<file path="config.mk">
export PLATFORM = sky130hd
export DESIGN_NAME = rc4_perm_mem
export DESIGN_NICKNAME = d
export VERILOG_FILES = /design/src/design/rc4_pkg.sv /design/src/design/rc4_perm_mem.sv
export SDC_FILE = /design/constraint.sdc
export NUM_CORES = 2
export LEC_CHECK = 0
export BUFFER_PORTS_ARGS = -buffer_cell sky130_fd_sc_hd__buf_2
export CAP_MARGIN = 5
export CORE_UTILIZATION = 30
export CTS_CLUSTER_SIZE = 20
export DETAILED_ROUTE_END_ITERATION = 16
export PLACE_DENSITY = 0.43
export SYNTH_ARGS = -nofsm -noshare
export SYNTH_HDL_FRONTEND = slang
export SYNTH_SLANG_ARGS = --single-unit
</file>
<file path="constraint.sdc">
create_clock -name clk_i -period 2.2 [get_ports clk_i]
set_clock_uncertainty 0.15 [all_clocks]
set_input_delay 0.11 -clock clk_i [delete_from_list [all_inputs] [get_ports clk_i]]
set_output_delay 0.11 -clock clk_i [all_outputs]
set_load 0.01 [all_outputs]
</file>
<file path="src/design/rc4_pkg.sv">
// Shared constants, codes and types of the RC4 cipher block.
package rc4_pkg;

  localparam int unsigned ByteW     = 8;
  localparam int unsigned PermSize  = 256;
  localparam int unsigned PermAw    = $clog2(PermSize);
  localparam int unsigned KeyMaxDef = 256;

  localparam logic [PermAw-1:0] PermLast = PermAw'(PermSize - 1);

  typedef logic [ByteW-1:0] byte_t;

  typedef enum logic {
    ReqKey  = 1'b0,
    ReqData = 1'b1
  } req_type_e;

  typedef struct packed {
    logic              we;
    logic              clr;
    logic [PermAw-1:0] waddr;
    byte_t             wdata;
    logic [PermAw-1:0] raddr;
  } perm_req_t;

endpackage

</file>
<file path="src/design/rc4_perm_mem.sv">
// Permutation memory: 256 x 8 RAM, registered read, valid bits give identity until written.
module rc4_perm_mem import rc4_pkg::*; (
  input  logic      clk_i,
  input  logic      rst_ni,
  input  perm_req_t req_i,
  output byte_t     rdata_o
);

  byte_t             mem [PermSize];
  logic [PermSize-1:0] vld_q;
  byte_t             rdata_q;
  logic              rvld_q;
  logic [PermAw-1:0] raddr_q;

  always_ff @(posedge clk_i or negedge rst_ni) begin
    if (!rst_ni) begin
      vld_q <= '0;
    end else if (req_i.clr) begin
      vld_q <= '0;
    end else if (req_i.we) begin
      vld_q[req_i.waddr] <= 1'b1;
    end
  end

  always_ff @(posedge clk_i) begin
    if (req_i.we) begin
      mem[req_i.waddr] <= req_i.wdata;
    end
    rdata_q <= mem[req_i.raddr];
    rvld_q  <= vld_q[req_i.raddr];
    raddr_q <= req_i.raddr;
  end

  assign rdata_o = rvld_q ? rdata_q : byte_t'(raddr_q);

endmodule

</file>
==> metrics <==
Vias a little over 50000; GP Congestion 0.8317; Die Y 553.7 microns; clk sinks 2321; Max Cap Viol 0; post-synth top area cell edfxtp_1; CP Cell Sequence mux4_2 > mux4_2 > a2111oi_4 > and3_4 > a31oi_4 > and3_4; CTS tree built; Synth Area per Inst 18.55 sq um; FF+latch count, synth 2321; startpoint types flip-flop; die area 306600 sq um; share of layout cells above drive strength 1 between 30% and 40%; first-pass GRT wire length approximately 420 mm; Clk pin slew, worst setup/hold paths 0.06 ns; commonest cells in the synthesized netlist edfxtp_1, nor2_1, mux4_2, mux2i_1, dfrtp_1; CP peak stage delay approximately 0.53 ns; Power Density roughly 860 nW/um^2; drc violations 0; Worst Setup SP mem[78][6]$_DFFE_PP_; status finished with violations; setup_tns -2.246 ns; Starting Density 30.16%; initial antenna violation count 23; RSZ-0062 raised after global routing yes; latest clock arrival within the worst-skew pair 0.91 ns; Mapped Area 91310 sq um; Die X 553.7 microns; worst min-delay path category in -> reg; failing checks setup timing; Final Max Slew Viols 0; crit share post-route 119.4%; cell count after synthesis 4923; Worst Setup End Kind flip-flop; initial drt markers 4731; crit path to rdata_q[6]$_DFF_P_; number of synthesized flops with an enable pin 2048; CP top delay family multiplexers; CTS Buf Count approximately 270; Post-CTS Setup Bufs 0; Total Wirelength roughly 300 mm; critical path depth 6; Post-DP HPWL 201.6 mm; max_slew headroom 42.21%; R2R setup slack -0.43 ns; total gr overflow 0; ys flop type edfxtp_1; sequential area share after synthesis 74.74%; Layout Area Growth over Synthesis 24.82%; crit-path max FO 1; Final Net Count between 5000 and 6000; Setup CP Type reg -> reg; final hold viol count 0; syn nets 4951; required time of the critical path 2.84 ns; top area cells in the synthesized netlist edfxtp_1, mux4_2, dfrtp_1, nor2_1, mux2i_1; YS warnings 0; Yosys top cell area share 67.35%; Site Rows between 200 and 250; I/O pin count 36; pre-CTS setup slack -1.687 ns; clock buffer depth 4; worst-margin pin slew roughly 0.86 ns; largest net degree at the start of global routing 107; GRT Overall Usage 19.44%; vias in the first global route roughly 53000; Worst Path Arrival 3.27 ns; Synth cell types 69; Core Region 302800 sq um; critical path buffer and inverter count 0; DR vias/cell 5.034; fmax 0.3807 GHz; FF-to-FF Start mem[78][6]$_DFFE_PP_; TritonRoute pass-1 iters 5; H-tree Lvls 5; Worst R2R Path Depth 6; slowest stage cell, crit path mux4_2; count leader, synth edfxtp_1; P_leak 39.42 nW; asr flop ratio synth 11.03%; Peak VDD IR between 0.5 and 0.6 mV; Post-DRT Antenna Nets 0; Root Buffer Master clkbuf_16; Final Setup Violations 9; Worst Slack Setup Final -0.4265 ns; WL/cell approximately 30 microns; Tmin final 2.626 ns; worst reg2reg path endpoint rdata_q[6]$_DFF_P_; Port Buffers 35
## layout make-up
type / count / area (sq um)
fillers: 28070 / 188800
flip-flops and latches: 2321 / 68250
multi-input cells: 2301 / 21820
repair buffers: 1058 / 10400
clock buffers: 365 / 7336
well taps: 3978 / 4977
clock inverters: 120 / 1147
inverters: 5 / 25.02
diodes: 10 / 25.02
## registers in the layout, summed over array words and instances (netlist names)
signal / count
rvld_q: 1
vld_q: 256
raddr_q: 8
rdata_q: 8
mem: 2048
## how the worst min path moves through the flow
stage,from,endpoint,slack [ns],cells after the start
6_report,req_i[7],raddr_q[7]$_DFF_P_,0.06,3
5_1_grt,req_i[3],raddr_q[3]$_DFF_P_,0.03,3
4_1_cts,req_i[3],raddr_q[3]$_DFF_P_,0.002,3
3_5_place_dp,rst_ni,vld_q[149]$_DFFE_PN0P_,-0.07,1
3_3_place_gp,rst_ni,vld_q[150]$_DFFE_PN0P_,-0.07,1
2_1_floorplan,rst_ni,vld_q[0]$_DFFE_PN0P_,-0.34,0
## per-stage QoR
| step | hold WS (ns) | cells | cell area (sq um) | util, % | power (mW) |
|---|---|---|---|---|---|
| 2_1_floorplan | -0.3356 | 4923 | 91570 | - | 51.59 |
| 5_1_grt | 0.02636 | 10150 | 114000 | 37.64 | 100.9 |
| 4_1_cts | 0.002043 | 10150 | 113800 | 37.60 | 99.21 |
| 3_3_place_gp | -0.06879 | 9623 | 104500 | 34.52 | 55.25 |
| 3_5_place_dp | -0.06713 | 9623 | 104500 | 34.52 | 55.27 |
| 6_report | 0.06374 | 10160 | 114000 | 37.64 | 98.07 |
## cell usage in the layout, fill, tap and decap left out, drive strengths merged, types with 10 or more instances in the layout
master       netlist  routed
a31oi             20      20
edfxtp          2048    2048
o22ai             70      70
o21ba             30      30
a221oi            18      18
inv                5      17
dfxtp             17      17
a21oi             64      64
buf              154    1017
mux4             471     471
nand2            174     174
clkbuf           142     366
mux2i            276     276
and3              15      15
nor2             755     755
dlygate4sd3        0      40
nand3             68      68
bufinv             0      15
diode              0      10
o21ai             42      42
clkinv             0      89
a22oi             12      12
mux2              28      28
nand4             20      20
nor2b             17      17
dfrtp            256     256
o221ai            80      80
nor3              24      24
## where the power goes
part           switching [mW]  internal (mW)  leakage [nW]
registers              0.0481           48.1          22.1
clock network            18.3           25.3          4.13
logic                    3.89           2.51          13.2
## cells by family after synthesis
| kind of cell | Yosys count | synth area share (%) |
|---|---|---|
| mux | 775 | 15.00 |
| compound gates | 409 | 3.259 |
| flops | 2321 | 74.74 |
| buf+inv | 301 | 1.987 |
| simple gates | 1117 | 5.015 |
## worst register-to-register path, stage by stage (launching register included)
cell and delay (ns):
edfxtp_1 0.36, mux4_2 0.48, mux4_2 0.53, a2111oi_4 0.30, and3_4 0.35, a31oi_4 0.12, and3_4 0.22
## metal layers
metal / global-route usage [%] / vias up / share of wire [%]
met1: 27.01 / 27580 / 44
met2: 31.68 / 1454 / 48
met3: 3.220 / 371 / 5.7
met4: 4.749 / 6 / 2.4
li1: - / 21730 / -
met5: 0 / - / 0.012
## what timing repair did
action / in CTS / in global routing
hold endpoints to repair: 3272 / 0
hold buffers: 41 / 0
setup endpoints to repair: 17 / 71
gates resized for setup: 78 / 23
pin swaps: 24 / 12
Power figures use the tool's default switching activity.
